$ cat config.mk
export PLATFORM = sky130hd
export DESIGN_NAME = regime_shift_detector
export DESIGN_NICKNAME = d
export VERILOG_FILES = /design/src/hw/rtl/rsd_pkg.sv /design/src/hw/rtl/rsd_regs.sv /design/src/hw/rtl/rsd_div.sv /design/src/hw/rtl/regime_shift_detector.sv
export VERILOG_INCLUDE_DIRS = /design/src /design/src/hw/rtl
export SDC_FILE = /design/constraint.sdc
export NUM_CORES = 2
export LEC_CHECK = 0
export BUFFER_PORTS_ARGS = -buffer_cell sky130_fd_sc_hd__buf_2
export CORE_MARGIN = 1.5
export CORE_UTILIZATION = 40
export DETAILED_ROUTE_END_ITERATION = 12
export GPL_TIMING_DRIVEN = 0
export SLEW_MARGIN = 20
export SYNTH_ARGS = -nofsm -noshare
export SYNTH_HDL_FRONTEND = slang
export SYNTH_SLANG_ARGS = --single-unit
export TNS_END_PERCENT = 50
$ cat constraint.sdc
create_clock -name aclk -period 9.6 [get_ports aclk]
set_input_delay 1.92 -clock aclk [delete_from_list [all_inputs] [get_ports aclk]]
set_output_delay 1.92 -clock aclk [all_outputs]
set_load 0.005 [all_outputs]
$ cat src/hw/rtl/regime_shift_detector_defines.svh
// ----------------------------------------------------------------------------
// Regime shift detector assertion macros
// Concurrent assertion wrappers shared by the detector modules.
// ----------------------------------------------------------------------------
`ifndef REGIME_SHIFT_DETECTOR_DEFINES_SVH
`define REGIME_SHIFT_DETECTOR_DEFINES_SVH

`ifndef NO_ASSERTIONS
// Checked on every rising clock edge outside reset.
`define RSD_ASSERT(label, prop, msg) \
    label: assert property (@(posedge aclk) disable iff (!aresetn) prop) else $error(msg);
// Checked on every rising clock edge, reset included.
`define RSD_ASSERT_ALWAYS(label, prop, msg) \
    label: assert property (@(posedge aclk) prop) else $error(msg);
`else
`define RSD_ASSERT(label, prop, msg)
`define RSD_ASSERT_ALWAYS(label, prop, msg)
`endif

`endif

$ cat src/hw/rtl/rsd_pkg.sv
`timescale 1ns / 1ps
// ----------------------------------------------------------------------------
// Regime shift detector package
// Shared widths, register indexes, configuration bundle and sequencer states.
// ----------------------------------------------------------------------------
package rsd_pkg;

    localparam int DATA_W         = 64;
    localparam int WIN_W          = 16;
    localparam int RUN_W          = 16;
    localparam int WARMUP_SAMPLES = 16;
    localparam int SEEN_W         = $clog2(WARMUP_SAMPLES + 1);

    // Divider retires this many quotient bits per cycle.
    localparam int DIV_STEP_BITS  = 2;
    localparam int DIV_STEPS      = DATA_W / DIV_STEP_BITS;
    localparam int DIV_CNT_W      = $clog2(DIV_STEPS);

    localparam int APB_ADDR_W     = 6;
    localparam int APB_DATA_W     = 64;
    localparam int OUT_TDATA_W    = 136;

    typedef enum logic [2:0] {
        REG_SLOW_WINDOW     = 3'd0,
        REG_FAST_WINDOW     = 3'd1,
        REG_ESCALATE_THRESH = 3'd2,
        REG_STABLE_THRESH   = 3'd3,
        REG_REGION_BOUND    = 3'd4,
        REG_REGION_MINIMUM  = 3'd5,
        REG_REGION_MAXIMUM  = 3'd6,
        REG_RETURN_COUNT    = 3'd7
    } reg_idx_t;

    typedef struct packed {
        logic [WIN_W-1:0]         slow_window;
        logic [WIN_W-1:0]         fast_window;
        logic [DATA_W-1:0]        escalate_threshold;
        logic [DATA_W-1:0]        stable_threshold;
        logic                     region_bound;
        logic signed [DATA_W-1:0] region_minimum;
        logic signed [DATA_W-1:0] region_maximum;
        logic [RUN_W-1:0]         return_count_needed;
    } cfg_t;

    typedef enum logic [2:0] {
        ST_IDLE,
        ST_SLOW_DIV,
        ST_FAST_DIV,
        ST_MEASURE,
        ST_DECIDE,
        ST_EMIT
    } seq_state_t;

endpackage

$ cat src/hw/rtl/rsd_regs.sv
`timescale 1ns / 1ps
// ----------------------------------------------------------------------------
// Regime shift detector configuration registers
// APB register file holding windows, thresholds and the range settings.
// ----------------------------------------------------------------------------
module rsd_regs
    import rsd_pkg::*;
(
    input  logic                  aclk,
    input  logic                  aresetn,
    input  logic                  psel,
    input  logic                  penable,
    input  logic                  pwrite,
    input  logic [APB_ADDR_W-1:0] paddr,
    input  logic [APB_DATA_W-1:0] pwdata,
    output logic [APB_DATA_W-1:0] prdata,
    output logic                  pready,
    output cfg_t                  cfg
);

    cfg_t     cfg_reg;
    reg_idx_t reg_idx;
    logic     wr_en;

    // Registers sit on 8-byte boundaries.
    assign reg_idx = reg_idx_t'(paddr[APB_ADDR_W-1:3]);
    assign pready  = 1'b1;
    assign wr_en   = psel && penable && pwrite && pready;
    assign cfg     = cfg_reg;

    always_ff @(posedge aclk) begin
        if (!aresetn) begin
            cfg_reg.slow_window         <= WIN_W'(64);
            cfg_reg.fast_window         <= WIN_W'(8);
            cfg_reg.escalate_threshold  <= DATA_W'(1000);
            cfg_reg.stable_threshold    <= DATA_W'(500);
            cfg_reg.region_bound        <= 1'b0;
            cfg_reg.region_minimum      <= '0;
            cfg_reg.region_maximum      <= '0;
            cfg_reg.return_count_needed <= RUN_W'(4);
        end else if (wr_en) begin
            case (reg_idx)
                REG_SLOW_WINDOW:     cfg_reg.slow_window         <= pwdata[WIN_W-1:0];
                REG_FAST_WINDOW:     cfg_reg.fast_window         <= pwdata[WIN_W-1:0];
                REG_ESCALATE_THRESH: cfg_reg.escalate_threshold  <= pwdata[DATA_W-1:0];
                REG_STABLE_THRESH:   cfg_reg.stable_threshold    <= pwdata[DATA_W-1:0];
                REG_REGION_BOUND:    cfg_reg.region_bound        <= pwdata[0];
                REG_REGION_MINIMUM:  cfg_reg.region_minimum      <= pwdata[DATA_W-1:0];
                REG_REGION_MAXIMUM:  cfg_reg.region_maximum      <= pwdata[DATA_W-1:0];
                REG_RETURN_COUNT:    cfg_reg.return_count_needed <= pwdata[RUN_W-1:0];
                default: ;
            endcase
        end
    end

    always_comb begin
        case (reg_idx)
            REG_SLOW_WINDOW:     prdata = APB_DATA_W'(cfg_reg.slow_window);
            REG_FAST_WINDOW:     prdata = APB_DATA_W'(cfg_reg.fast_window);
            REG_ESCALATE_THRESH: prdata = APB_DATA_W'(cfg_reg.escalate_threshold);
            REG_STABLE_THRESH:   prdata = APB_DATA_W'(cfg_reg.stable_threshold);
            REG_REGION_BOUND:    prdata = APB_DATA_W'(cfg_reg.region_bound);
            REG_REGION_MINIMUM:  prdata = APB_DATA_W'(cfg_reg.region_minimum);
            REG_REGION_MAXIMUM:  prdata = APB_DATA_W'(cfg_reg.region_maximum);
            REG_RETURN_COUNT:    prdata = APB_DATA_W'(cfg_reg.return_count_needed);
            default:             prdata = '0;
        endcase
    end

endmodule

$ cat src/hw/rtl/rsd_div.sv
`timescale 1ns / 1ps
// ----------------------------------------------------------------------------
// Regime shift detector divider
// Iterative restoring divider: 64-bit dividend by 16-bit window, two bits per
// cycle, shared by both running averages.
// ----------------------------------------------------------------------------
`include "regime_shift_detector_defines.svh"

module rsd_div
    import rsd_pkg::*;
(
    input  logic              aclk,
    input  logic              aresetn,
    input  logic              start,
    input  logic [DATA_W-1:0] dividend,
    input  logic [WIN_W-1:0]  divisor,
    output logic              done,
    output logic [DATA_W-1:0] quotient
);

    logic                 busy_reg;
    logic                 done_reg;
    logic [DIV_CNT_W-1:0] cnt_reg;
    logic [DATA_W-1:0]    dvd_reg;
    logic [DATA_W-1:0]    quot_reg;
    logic [WIN_W-1:0]     rem_reg;
    logic [WIN_W-1:0]     dsr_reg;

    logic [DATA_W-1:0]    dvd_next;
    logic [DATA_W-1:0]    quot_next;
    logic [WIN_W-1:0]     rem_next;

    always_comb begin : step_logic
        logic [WIN_W:0]    trial;
        logic [WIN_W-1:0]  r;
        logic [DATA_W-1:0] d;
        logic [DATA_W-1:0] q;
        r = rem_reg;
        d = dvd_reg;
        q = quot_reg;
        trial = '0;
        for (int i = 0; i < DIV_STEP_BITS; i++) begin
            trial = {r, d[DATA_W-1]};
            d     = {d[DATA_W-2:0], 1'b0};
            if (trial >= {1'b0, dsr_reg}) begin
                r = WIN_W'(trial - {1'b0, dsr_reg});
                q = {q[DATA_W-2:0], 1'b1};
            end else begin
                r = trial[WIN_W-1:0];
                q = {q[DATA_W-2:0], 1'b0};
            end
        end
        rem_next  = r;
        dvd_next  = d;
        quot_next = q;
    end

    always_ff @(posedge aclk) begin
        if (!aresetn) begin
            busy_reg <= 1'b0;
            done_reg <= 1'b0;
            cnt_reg  <= '0;
        end else begin
            done_reg <= 1'b0;
            if (start) begin
                busy_reg <= 1'b1;
                cnt_reg  <= '0;
            end else if (busy_reg) begin
                cnt_reg <= cnt_reg + 1'b1;
                if (cnt_reg == DIV_CNT_W'(DIV_STEPS - 1)) begin
                    busy_reg <= 1'b0;
                    done_reg <= 1'b1;
                end
            end
        end
    end

    always_ff @(posedge aclk) begin
        if (start) begin
            dvd_reg  <= dividend;
            quot_reg <= '0;
            rem_reg  <= '0;
            // A window of zero behaves as a window of one.
            dsr_reg  <= (divisor == '0) ? WIN_W'(1) : divisor;
        end else if (busy_reg) begin
            dvd_reg  <= dvd_next;
            quot_reg <= quot_next;
            rem_reg  <= rem_next;
        end
    end

    assign done     = done_reg;
    assign quotient = quot_reg;

    `RSD_ASSERT(a_div_no_restart, start |-> !busy_reg, "divider started while busy")
    `RSD_ASSERT(a_div_done_idle, done_reg |-> !busy_reg, "divider done while still busy")
    `RSD_ASSERT(a_div_start_busy, start |=> busy_reg, "divider did not begin after start")

endmodule

$ cat src/hw/rtl/regime_shift_detector.sv
`timescale 1ns / 1ps
// A sample after the first takes two divider passes of 32 two-bit steps, slow average first,
// then the measure, decide and emit states before the result word. A clear word or the
// first sample after reset or clear needs no division and goes straight to measure.
// One word at a time: s_tready rises with the result word; emit waits while m_tready stalls.
// Reset (aresetn low, synchronous) clears the sequencer, averages and regime state (not the
// payload registers) and restores register defaults.
// ----------------------------------------------------------------------------
// Regime shift detector
// Dual running-average crossover detector with hysteresis and range events.
// ----------------------------------------------------------------------------
`include "regime_shift_detector_defines.svh"

module regime_shift_detector
    import rsd_pkg::*;
(
    input  logic                   aclk,
    input  logic                   aresetn,
    // APB configuration port
    input  logic                   psel,
    input  logic                   penable,
    input  logic                   pwrite,
    input  logic [APB_ADDR_W-1:0]  paddr,
    input  logic [APB_DATA_W-1:0]  pwdata,
    output logic [APB_DATA_W-1:0]  prdata,
    output logic                   pready,
    // Sample stream
    input  logic                   s_tvalid,
    output logic                   s_tready,
    input  logic [DATA_W-1:0]      s_tdata,   // [63:0] sample
    input  logic                   s_tuser,   // [0] mode (1 clears all state)
    // Result stream
    output logic                   m_tvalid,
    input  logic                   m_tready,
    // [0] escalated, [1] warmup_active, [2] event_raised, [3] event_held,
    // [67:4] slow_average, [131:68] fast_average, [135:132] zero
    output logic [OUT_TDATA_W-1:0] m_tdata
);

    cfg_t cfg;

    seq_state_t        state_reg, state_next;
    logic              mode_reg;
    logic [DATA_W-1:0] sample_reg;
    logic [DATA_W-1:0] slow_avg_reg;
    logic [DATA_W-1:0] fast_avg_reg;
    logic [SEEN_W-1:0] seen_reg;
    logic              esc_reg;
    logic [RUN_W-1:0]  run_reg;
    logic              event_reg;
    logic              raised_reg;
    logic              lt_reg;
    logic [DATA_W-1:0] diverge_reg;
    logic              m_tvalid_reg;
    logic [OUT_TDATA_W-1:0] m_tdata_reg;

    logic              in_accept;
    logic              div_start;
    logic [DATA_W-1:0] div_dividend;
    logic [WIN_W-1:0]  div_divisor;
    logic              div_lt;
    logic              div_done;
    logic [DATA_W-1:0] div_quot;
    logic              out_load;
    logic [DATA_W-1:0] approach_avg;

    function automatic logic s_less(input logic [DATA_W-1:0] a, input logic [DATA_W-1:0] b);
        return $signed(a) < $signed(b);
    endfunction

    function automatic logic [DATA_W-1:0] gap(input logic [DATA_W-1:0] a,
                                              input logic [DATA_W-1:0] b);
        return s_less(a, b) ? (b - a) : (a - b);
    endfunction

    rsd_regs u_regs (
        .aclk    (aclk),
        .aresetn (aresetn),
        .psel    (psel),
        .penable (penable),
        .pwrite  (pwrite),
        .paddr   (paddr),
        .pwdata  (pwdata),
        .prdata  (prdata),
        .pready  (pready),
        .cfg     (cfg)
    );

    rsd_div u_div (
        .aclk     (aclk),
        .aresetn  (aresetn),
        .start    (div_start),
        .dividend (div_dividend),
        .divisor  (div_divisor),
        .done     (div_done),
        .quotient (div_quot)
    );

    assign in_accept = s_tvalid && s_tready;

    // Next state.
    always_comb begin
        state_next = state_reg;
        case (state_reg)
            ST_IDLE: begin
                if (in_accept) begin
                    if (s_tuser || seen_reg == '0) begin
                        state_next = ST_MEASURE;
                    end else begin
                        state_next = ST_SLOW_DIV;
                    end
                end
            end
            ST_SLOW_DIV: begin
                if (div_done) begin
                    state_next = ST_FAST_DIV;
                end
            end
            ST_FAST_DIV: begin
                if (div_done) begin
                    state_next = ST_MEASURE;
                end
            end
            ST_MEASURE: state_next = ST_DECIDE;
            ST_DECIDE:  state_next = ST_EMIT;
            ST_EMIT: begin
                if (out_load) begin
                    state_next = ST_IDLE;
                end
            end
            default: state_next = ST_IDLE;
        endcase
    end

    // Sequencer outputs: handshake and divider launch.
    always_comb begin
        s_tready     = 1'b0;
        div_start    = 1'b0;
        div_dividend = gap(sample_reg, fast_avg_reg);
        div_divisor  = cfg.fast_window;
        div_lt       = s_less(sample_reg, fast_avg_reg);
        out_load     = 1'b0;
        case (state_reg)
            ST_IDLE: begin
                s_tready     = 1'b1;
                div_start    = s_tvalid && !s_tuser && (seen_reg != '0);
                div_dividend = gap(s_tdata, slow_avg_reg);
                div_divisor  = cfg.slow_window;
                div_lt       = s_less(s_tdata, slow_avg_reg);
            end
            ST_SLOW_DIV: div_start = div_done;
            ST_EMIT:     out_load  = !m_tvalid_reg || m_tready;
            default: ;
        endcase
    end

    // Move the average by the quotient, toward the sample.
    always_comb begin
        if (state_reg == ST_SLOW_DIV) begin
            approach_avg = lt_reg ? slow_avg_reg - div_quot : slow_avg_reg + div_quot;
        end else begin
            approach_avg = lt_reg ? fast_avg_reg - div_quot : fast_avg_reg + div_quot;
        end
    end

    always_ff @(posedge aclk) begin
        if (!aresetn) begin
            state_reg    <= ST_IDLE;
            slow_avg_reg <= '0;
            fast_avg_reg <= '0;
            seen_reg     <= '0;
            esc_reg      <= 1'b0;
            run_reg      <= '0;
            event_reg    <= 1'b0;
            raised_reg   <= 1'b0;
            m_tvalid_reg <= 1'b0;
        end else begin
            state_reg <= state_next;

            if (in_accept && !s_tuser && seen_reg == '0) begin
                slow_avg_reg <= s_tdata;
                fast_avg_reg <= s_tdata;
            end
            if (state_reg == ST_SLOW_DIV && div_done) begin
                slow_avg_reg <= approach_avg;
            end
            if (state_reg == ST_FAST_DIV && div_done) begin
                fast_avg_reg <= approach_avg;
            end

            if (state_reg == ST_DECIDE) begin
                raised_reg <= 1'b0;
                if (mode_reg) begin
                    slow_avg_reg <= '0;
                    fast_avg_reg <= '0;
                    seen_reg     <= '0;
                    esc_reg      <= 1'b0;
                    run_reg      <= '0;
                    event_reg    <= 1'b0;
                end else begin
                    logic [SEEN_W-1:0] seen_new;
                    logic [RUN_W-1:0]  need;
                    logic [RUN_W:0]    run_inc;
                    seen_new = (seen_reg < SEEN_W'(WARMUP_SAMPLES)) ? seen_reg + 1'b1
                                                                     : seen_reg;
                    need     = (cfg.return_count_needed == '0) ? RUN_W'(1)
                                                               : cfg.return_count_needed;
                    run_inc  = {1'b0, run_reg} + 1'b1;
                    seen_reg <= seen_new;
                    if (seen_new >= SEEN_W'(WARMUP_SAMPLES)) begin
                        if (!cfg.region_bound) begin
                            if (!esc_reg && diverge_reg > cfg.escalate_threshold) begin
                                esc_reg <= 1'b1;
                            end else if (esc_reg && diverge_reg < cfg.stable_threshold) begin
                                esc_reg <= 1'b0;
                            end
                        end else if (s_less(sample_reg, cfg.region_minimum) ||
                                     s_less(cfg.region_maximum, sample_reg)) begin
                            run_reg <= '0;
                            if (!esc_reg) begin
                                esc_reg    <= 1'b1;
                                event_reg  <= 1'b1;
                                raised_reg <= 1'b1;
                            end
                        end else if (esc_reg) begin
                            if (run_inc >= {1'b0, need}) begin
                                esc_reg   <= 1'b0;
                                run_reg   <= '0;
                                event_reg <= 1'b0;
                            end else begin
                                run_reg <= run_inc[RUN_W-1:0];
                            end
                        end
                    end
                end
            end

            if (out_load) begin
                m_tvalid_reg <= 1'b1;
            end else if (m_tready) begin
                m_tvalid_reg <= 1'b0;
            end
        end
    end

    // Payload registers.
    always_ff @(posedge aclk) begin
        if (in_accept) begin
            mode_reg   <= s_tuser;
            sample_reg <= s_tdata;
        end
        if (div_start) begin
            lt_reg <= div_lt;
        end
        if (state_reg == ST_MEASURE) begin
            diverge_reg <= gap(fast_avg_reg, slow_avg_reg);
        end
        if (out_load) begin
            m_tdata_reg <= {4'b0000, fast_avg_reg, slow_avg_reg, event_reg, raised_reg,
                            (seen_reg < SEEN_W'(WARMUP_SAMPLES)), esc_reg};
        end
    end

    assign m_tvalid = m_tvalid_reg;
    assign m_tdata  = m_tdata_reg;

    `RSD_ASSERT(a_one_word_in_flight, in_accept |=> !s_tready, "second word taken while busy")
    `RSD_ASSERT(a_div_done_in_div, div_done |-> (state_reg == ST_SLOW_DIV || state_reg == ST_FAST_DIV), "divider result outside a division state")
    `RSD_ASSERT(a_clear_zeroes_avgs, (state_reg == ST_EMIT && mode_reg) |-> (slow_avg_reg == '0 && fast_avg_reg == '0), "clear word left averages set")
    `RSD_ASSERT(a_seen_saturates, seen_reg <= SEEN_W'(WARMUP_SAMPLES), "sample count above warm-up limit")

endmodule

### Word level (Yosys, flattened, before mapping)

Index checks and enable logic that the tools add are counted.

* reduce and logical (&&, ||, !) cells: 44
* mux-type cells: 68
* equality and inequality tests: 18
* bitwise operators: 2
* $add $sub $neg: 15
* order comparisons: 12

Operators by type and width (count)
* $mux 64: 17
* $pmux 64 s8: 1
* $sub 64x64->64: 8
* $lt 64x64->1: 6
* $mux 16: 10
* $add 64x64->64: 2
* $gt 64x64->1: 1
* $ge 17x16->1: 3
* $logic_not 16->1: 2
* $sub 16x16->16: 2
* $mux 1: 31
* $eq 3x3->1 const B: 6
* $pmux 3 s6: 1
* $add 16x1->17 const B: 1
* $reduce_and 2->1: 8
* $eq 3x2->1 const B: 4
* $mux 3: 4
* $logic_and 1x1->1: 11
* $add 5x1->5 const B: 2
* $mux 5: 2
* $reduce_and 4->1: 2
* $reduce_bool 2->1: 4
* $eq 3x1->1 const B: 2
* $logic_not 3->1: 2
* other kinds (19): 27

* bits in registers: 890
* input bits: 142
* logic and storage cells: 188

### Depth between registers and ports, before layout

* depth after elaboration: 9
* depth in mapped cells: 27
* gate-level depth less buffers: 24

### Modules after synthesis

A second synthesis with hierarchy kept.

* cells, all modules: 9055
* area total of the unflattened synthesis: 72803.6 um^2

By module, submodules not included
* regime_shift_detector: area each 51715.8 um^2, instances 1, cells an instance 6838
* rsd_regs: area each 12421.9 um^2, instances 1, cells an instance 1421
* rsd_div: area each 8665.8 um^2, instances 1, cells an instance 796

### Least setup slack after synthesis

OpenSTA, ideal clock, no wires.

* kind: input to register
* start: input port m_tready
* end: register m_tdata_reg[0] (netlist: m_tdata[0]), enable pin
* data arrival time: 7.444 ns
* stages: 2
* path buffers: 0
* library setup time: 0.625 ns
* setup slack: 1.531 ns
* path through: nor2b_1 > nor2_1

* cells in the longest elaborated chain, start to end: 2

RTL lines
* start, declared: RTL line regime_shift_detector.sv:34 `input logic m_tready,`
* $logic_or 1x1->1: RTL line regime_shift_detector.sv:152 `ST_EMIT: out_load = !m_tvalid_reg || m_tready;`
* $mux 1: RTL line regime_shift_detector.sv:143 `case (state_reg)`
* named net out_load: RTL line regime_shift_detector.sv:64 `logic out_load;`
* end signal, assigned: RTL line regime_shift_detector.sv:259 `m_tdata_reg <= {4'b0000, fast_avg_reg, slow_avg_reg, event_reg, raised_reg,`
* end, declared: RTL line regime_shift_detector.sv:55 `logic [OUT_TDATA_W-1:0] m_tdata_reg;`

The timed path passes the listed nets, and every way through them passes these cells.
A chain may end at the register's enable or synchronous reset.

### Final worst setup path

* start: register state_reg[2]
* end: register fast_avg_reg[51]

* cells in the longest elaborated chain, start to end: 9
* elaborated cells on any way between the ends: 14
* classes of those cells: eq/ne (3); mux (6); reduce/logical (5)

RTL lines
* start, declared: RTL line regime_shift_detector.sv:42 `seq_state_t state_reg, state_next;`
* start signal, assigned: RTL line regime_shift_detector.sv:178 `state_reg <= state_next;`
* $logic_not 3->1: RTL line regime_shift_detector.sv:143
* $mux 1: RTL line regime_shift_detector.sv:143
* $logic_and 1x1->1: RTL line regime_shift_detector.sv:99 `assign in_accept = s_tvalid && s_tready;`
* $logic_and 1x1->1 (2 in a row): RTL line regime_shift_detector.sv:180 `if (in_accept && !s_tuser && seen_reg == '0) begin`
* $mux 64: RTL line regime_shift_detector.sv:180
* $mux 64: RTL line regime_shift_detector.sv:187 `if (state_reg == ST_FAST_DIV && div_done) begin`
* $mux 64: RTL line regime_shift_detector.sv:193 `if (mode_reg) begin`
* $mux 64 *: RTL line regime_shift_detector.sv:191 `if (state_reg == ST_DECIDE) begin`
* end signal, assigned: RTL line regime_shift_detector.sv:182 `fast_avg_reg <= s_tdata;`
* end signal, assigned: RTL line regime_shift_detector.sv:188 `fast_avg_reg <= approach_avg;`
* end, declared: RTL line regime_shift_detector.sv:46 `logic [DATA_W-1:0] fast_avg_reg;`

Every way passes the cells marked *; elsewhere a longest branch is shown, timed or not.

==> results by group <==
Global route
  • Overall routing resource usage: 45.3%
  • Grt total ovfl: 0
  • Largest net degree at the start of global routing: 45
  • Number of global-route vias before repair: 69751
  • Number of antenna violations at the first check in global routing: 37
  • First-pass GRT wire length: 563 mm

Power
  • Portion of total power attributed to combinational logic: 58.7%
  • Share of power burned in registers: 22.8%
  • Net switching power: 13.0 mW
  • Static leakage power: 32.2 nW
  • Max rail drop VDD: 273 uV
  • Clock share of power: 18.6%
  • Net switching share of the total power: 53.8%
  • Total design power: 24.2 mW
  • Internal cell power: 11.2 mW
  • Power per unit of standard cell area: 306 nW/um^2

STA
  • Setup repair after global routing missed its margin: false
  • Worst slew margin: 8.85%
  • Final number of hold-violating endpoints: 0
  • Worst Hold Slack: 0.456 ns
  • Min Tclk post-route: 8.17 ns
  • Achievable Freq: 122 MHz
  • Final sum of negative setup slack: 0 ns
  • Final-report setup violation count: 0
  • Final count of pins violating max slew: 0
  • Smallest setup slack after layout: 1.43 ns
  • Transition time at the pin with the least slew margin: 1.36 ns
  • Fin crit share: 85.1%
  • Clk_skew: 0.0491 ns

Floorplanning
  • CORE AREA: 174000 sq um
  • Number of core rows: 153
  • Boundary Pins: 345
  • Die Wd: 422 um
  • Overall die area: 178000 sq um
  • Die outline height: 422 um
  • Initial Util: 40.3%

Clock tree
  • CTS tree: done
  • Clock tree buffer depth: 3
  • Num Clock Sinks: 890
  • Post-cts hold buffer count: 0
  • Clock network latency to the later pin of the worst-skew pair: 0.84 ns
  • CTS buffer count: 110
  • Clock tree root driver cell: sky130_fd_sc_hd__clkbuf_16
  • Cells resized by post-CTS repair: 0
  • H-Tree Level Count: 3
  • Number of buffers inserted by post-CTS setup repair: 0
  • Clock transition at the register clock pins on the worst setup and hold paths after CTS: 0.07 ns

Route
  • Number of antenna-violating nets in the routed design: 0
  • Routed length per placed instance: 35.5 um
  • Detailed-route vias per instance: 6.34
  • Detailed-router iteration count before antenna repair: 9
  • Final wirelength: 420 mm
  • DRC errors left: 0
  • Via count: 75007
  • Number of DRC violations after detailed-routing iteration 0: 10629

Critical path
  • FF-to-FF Start: state_reg[2]$_SDFFE_PN0P_
  • Class of the most critical setup path: flop to flop
  • Critical path origin: state_reg[2]$_SDFFE_PN0P_
  • Endpoint kind of the worst setup timing path: flop
  • Crit-path max FO: 10
  • End of the critical path: fast_avg_reg[51]$_SDFF_PN0_
  • Flop2flop setup slack: 1.43 ns
  • Signal arrival time at the worst endpoint: 8.93 ns
  • CP Launch Type: flop
  • FF-to-FF End: fast_avg_reg[51]$_SDFF_PN0_
  • Number of cells on the worst reg-to-reg path: 21
  • Data required time at the worst endpoint: 10.36 ns

Hold path
  • Worst hold-check path type: flop to flop

Yosys
  • Ys flop type: sky130_fd_sc_hd__dfxtp_1
  • EDFF count, synth: 342
  • Number of warning messages in the yosys log: 0
  • Flip-flop and latch count after synthesis: 890
  • Count of mapped cells out of synthesis: 8913
  • Largest area contributor in the netlist: sky130_fd_sc_hd__dfxtp_1
  • Post-synthesis average cell area: 7.87 sq um
  • Fraction of the yosys area taken by sequential cells: 30.3%
  • Area share of the largest cell type after synthesis: 15.6%
  • Async set-reset flop share out of synthesis: 0%
  • Post-Syn Area: 70100 sq um
  • Count of cell types in the netlist: 106
  • Largest cells by area after synthesis: sky130_fd_sc_hd__dfxtp_1 16%, sky130_fd_sc_hd__edfxtp_1 15%, sky130_fd_sc_hd__ha_1 13%, sky130_fd_sc_hd__a21oi_1 8.1%, sky130_fd_sc_hd__nand2_1 7.0%

Cells and area
  • Largest register FFs: 305
  • Post-route non-filler standard cell count: 11829
  • Area growth from synthesis to layout: 12.7%
  • Count of filler cells inserted in the layout: 17640
  • Number of nets in the layout: 10286
  • Core occupancy in the finished layout: 45.4%
  • Fraction of final layout cells sized beyond drive strength 1: 8.01%
  • Final Instance Area: 79000 sq um

Placement
  • Placed cell count: 11595
  • Detailed-placement wirelength estimate: 350 mm
  • Count of input and output buffers: 334
  • Routability Congestion: 1.08
  • Area post-placement: 75200 sq um
  • Placement Setup Slack: 1.94 ns

Outcome
  • Run status: complete, no violations

Job
  • Max cap viols: 0
-- cell families after synthesis --
group	synth area share (%)
adders and majority gates	13.7
other	0.0107
and+or+nand+nor	17.1
muxes	2.62
buffers and inverters	6.32
xor gates and xnor gates	4.23
AOI/OAI and AO/OA	25.8
DFF	30.3
-- layer usage --
layer	wire length, um	up-vias	track usage (%)	part of all wire [%]
met1	161000	36508	56.0	38
li1	-	32730	-	-
met3	45300	1028	12.1	11
met5	242	-	0.672	0.058
met4	40900	14	36.6	9.7
met2	172000	4727	65.9	41
-- critical path, stage by stage, from the launching register on --
cell	delay (ns)
sky130_fd_sc_hd__dfxtp_1	0.30
sky130_fd_sc_hd__clkbuf_1	0.24
sky130_fd_sc_hd__nor3b_2	0.25
sky130_fd_sc_hd__buf_4	0.25
sky130_fd_sc_hd__clkbuf_2	0.52
sky130_fd_sc_hd__clkbuf_1	0.70
sky130_fd_sc_hd__clkbuf_1	0.83
sky130_fd_sc_hd__o21ai_0	0.35
sky130_fd_sc_hd__ha_1	0.36
sky130_fd_sc_hd__nor2b_1	0.13
sky130_fd_sc_hd__o21a_1	0.19
sky130_fd_sc_hd__o21ai_1	0.26
sky130_fd_sc_hd__a2111oi_2	0.12
sky130_fd_sc_hd__buf_4	0.19
sky130_fd_sc_hd__o31ai_1	0.62
sky130_fd_sc_hd__nand2b_1	0.28
sky130_fd_sc_hd__a2111oi_2	0.92
sky130_fd_sc_hd__o31ai_1	0.35
sky130_fd_sc_hd__a2111oi_1	0.56
sky130_fd_sc_hd__nor4_1	0.12
sky130_fd_sc_hd__nor2_1	0.39
sky130_fd_sc_hd__o21a_1	0.17
-- cells in the mapped netlist, types with 13 or more instances --
| library cell | count |
|---|---|
| sky130_fd_sc_hd__a211o_1 | 19 |
| sky130_fd_sc_hd__edfxtp_1 | 342 |
| sky130_fd_sc_hd__nand4_1 | 152 |
| sky130_fd_sc_hd__and3_1 | 42 |
| sky130_fd_sc_hd__a2111oi_0 | 18 |
| sky130_fd_sc_hd__o31a_1 | 13 |
| sky130_fd_sc_hd__a31oi_1 | 71 |
| sky130_fd_sc_hd__buf_1 | 15 |
| sky130_fd_sc_hd__and2_1 | 31 |
| sky130_fd_sc_hd__a21oi_1 | 1130 |
| sky130_fd_sc_hd__nor2_1 | 652 |
| sky130_fd_sc_hd__dfxtp_1 | 548 |
| sky130_fd_sc_hd__clkbuf_1 | 396 |
| sky130_fd_sc_hd__nand3_1 | 99 |
| sky130_fd_sc_hd__o21a_1 | 56 |
| sky130_fd_sc_hd__or3_1 | 35 |
| sky130_fd_sc_hd__buf_2 | 80 |
| sky130_fd_sc_hd__a311oi_1 | 68 |
| sky130_fd_sc_hd__xor2_1 | 107 |
| sky130_fd_sc_hd__inv_1 | 633 |
| sky130_fd_sc_hd__a22o_1 | 59 |
| sky130_fd_sc_hd__ha_1 | 752 |
| sky130_fd_sc_hd__nand2_1 | 1305 |
| sky130_fd_sc_hd__o31ai_1 | 43 |
| sky130_fd_sc_hd__a221oi_1 | 37 |
| sky130_fd_sc_hd__xnor2_1 | 230 |
| sky130_fd_sc_hd__a22oi_1 | 24 |
| sky130_fd_sc_hd__o211ai_1 | 93 |
| sky130_fd_sc_hd__o21ai_0 | 539 |
| sky130_fd_sc_hd__a21boi_0 | 19 |
| sky130_fd_sc_hd__a211oi_1 | 83 |
| sky130_fd_sc_hd__mux2_2 | 21 |
| sky130_fd_sc_hd__nand2b_1 | 59 |
| sky130_fd_sc_hd__a221o_1 | 55 |
| sky130_fd_sc_hd__nor2b_1 | 86 |
| sky130_fd_sc_hd__a21o_1 | 277 |
| sky130_fd_sc_hd__o22ai_1 | 33 |
| sky130_fd_sc_hd__mux2i_1 | 158 |
| sky130_fd_sc_hd__nor3_1 | 124 |
| sky130_fd_sc_hd__nor4_1 | 30 |
| sky130_fd_sc_hd__and4_1 | 16 |
| sky130_fd_sc_hd__or2_2 | 26 |
| sky130_fd_sc_hd__o21bai_1 | 139 |
-- worst min-delay path by stage --
stage | start | cells past startpoint | end | slack [ns]
floorplan | raised_reg$_SDFFE_PN0N_ | 0 | m_tdata[2]$_DFFE_PP_ | 0.41
global placement | raised_reg$_SDFFE_PN0N_ | 0 | m_tdata[2]$_DFFE_PP_ | 0.44
detailed placement | raised_reg$_SDFFE_PN0N_ | 0 | m_tdata[2]$_DFFE_PP_ | 0.44
CTS | u_regs.cfg[219]$_SDFFE_PN0P_ | 2 | u_regs.cfg[219]$_SDFFE_PN0P_ | 0.46
global route | u_regs.cfg[82]$_SDFFE_PN0P_ | 2 | u_regs.cfg[82]$_SDFFE_PN0P_ | 0.49
finish | u_regs.cfg[221]$_SDFFE_PN0P_ | 2 | u_regs.cfg[221]$_SDFFE_PN0P_ | 0.46
-- layout make-up --
class | count | area (sq um) | area share [%]
Multi-Input combinational cell | 6886 | 44600 | 56.4
Sequential cell | 890 | 21200 | 26.9
Clock buffer | 143 | 3030 | 3.84
Tap cell | 2325 | 2910 | 3.68
Inverter | 635 | 2380 | 3.02
Buffer | 505 | 2070 | 2.62
Timing Repair Buffer | 355 | 2030 | 2.57
Clock inverter | 67 | 749 | 0.948
Antenna cell | 23 | 57.6 | 0.0728
-- placed cells by master, fill, tap and decap left out, types with 21 or more instances in the layout --
cell	count
sky130_fd_sc_hd__o31ai_1	43
sky130_fd_sc_hd__a31oi_1	71
sky130_fd_sc_hd__inv_1	633
sky130_fd_sc_hd__nor2_1	650
sky130_fd_sc_hd__buf_2	417
sky130_fd_sc_hd__mux2_2	21
sky130_fd_sc_hd__nor2b_1	86
sky130_fd_sc_hd__a21oi_1	1129
sky130_fd_sc_hd__nand2b_1	59
sky130_fd_sc_hd__a22oi_1	24
sky130_fd_sc_hd__nor4_1	30
sky130_fd_sc_hd__a22o_1	59
sky130_fd_sc_hd__edfxtp_1	342
sky130_fd_sc_hd__or3_1	34
sky130_fd_sc_hd__nand2_1	1305
sky130_fd_sc_hd__ha_1	752
sky130_fd_sc_hd__xnor2_1	230
sky130_fd_sc_hd__and3_1	42
sky130_fd_sc_hd__a311oi_1	68
sky130_fd_sc_hd__dfxtp_1	547
sky130_fd_sc_hd__a211oi_1	83
sky130_fd_sc_hd__mux2i_1	158
sky130_fd_sc_hd__o21ai_0	537
sky130_fd_sc_hd__and2_1	31
sky130_fd_sc_hd__or2_2	26
sky130_fd_sc_hd__a21o_1	277
sky130_fd_sc_hd__a221oi_1	37
sky130_fd_sc_hd__nor3_1	123
sky130_fd_sc_hd__clkbuf_1	404
sky130_fd_sc_hd__diode_2	23
sky130_fd_sc_hd__a221o_1	55
sky130_fd_sc_hd__clkbuf_16	114
sky130_fd_sc_hd__o21bai_1	139
sky130_fd_sc_hd__xor2_1	107
sky130_fd_sc_hd__nand3_1	99
sky130_fd_sc_hd__nand4_1	152
sky130_fd_sc_hd__o211ai_1	93
sky130_fd_sc_hd__o21a_1	56
sky130_fd_sc_hd__o22ai_1	33
-- power groups by stage --
| stage | clock network, mW | logic, mW | registers [mW] |
|---|---|---|---|
| CTS | 4.47 | 13.4 | 5.44 |
| detailed placement | 0 | 13.4 | 5.51 |
| global placement | 0 | 13.2 | 5.55 |
| global route | 4.61 | 14.7 | 5.48 |
| finish | 4.49 | 14.2 | 5.50 |
| floorplan | 0 | 7.88 | 4.97 |
Power figures use the tool's default switching activity.
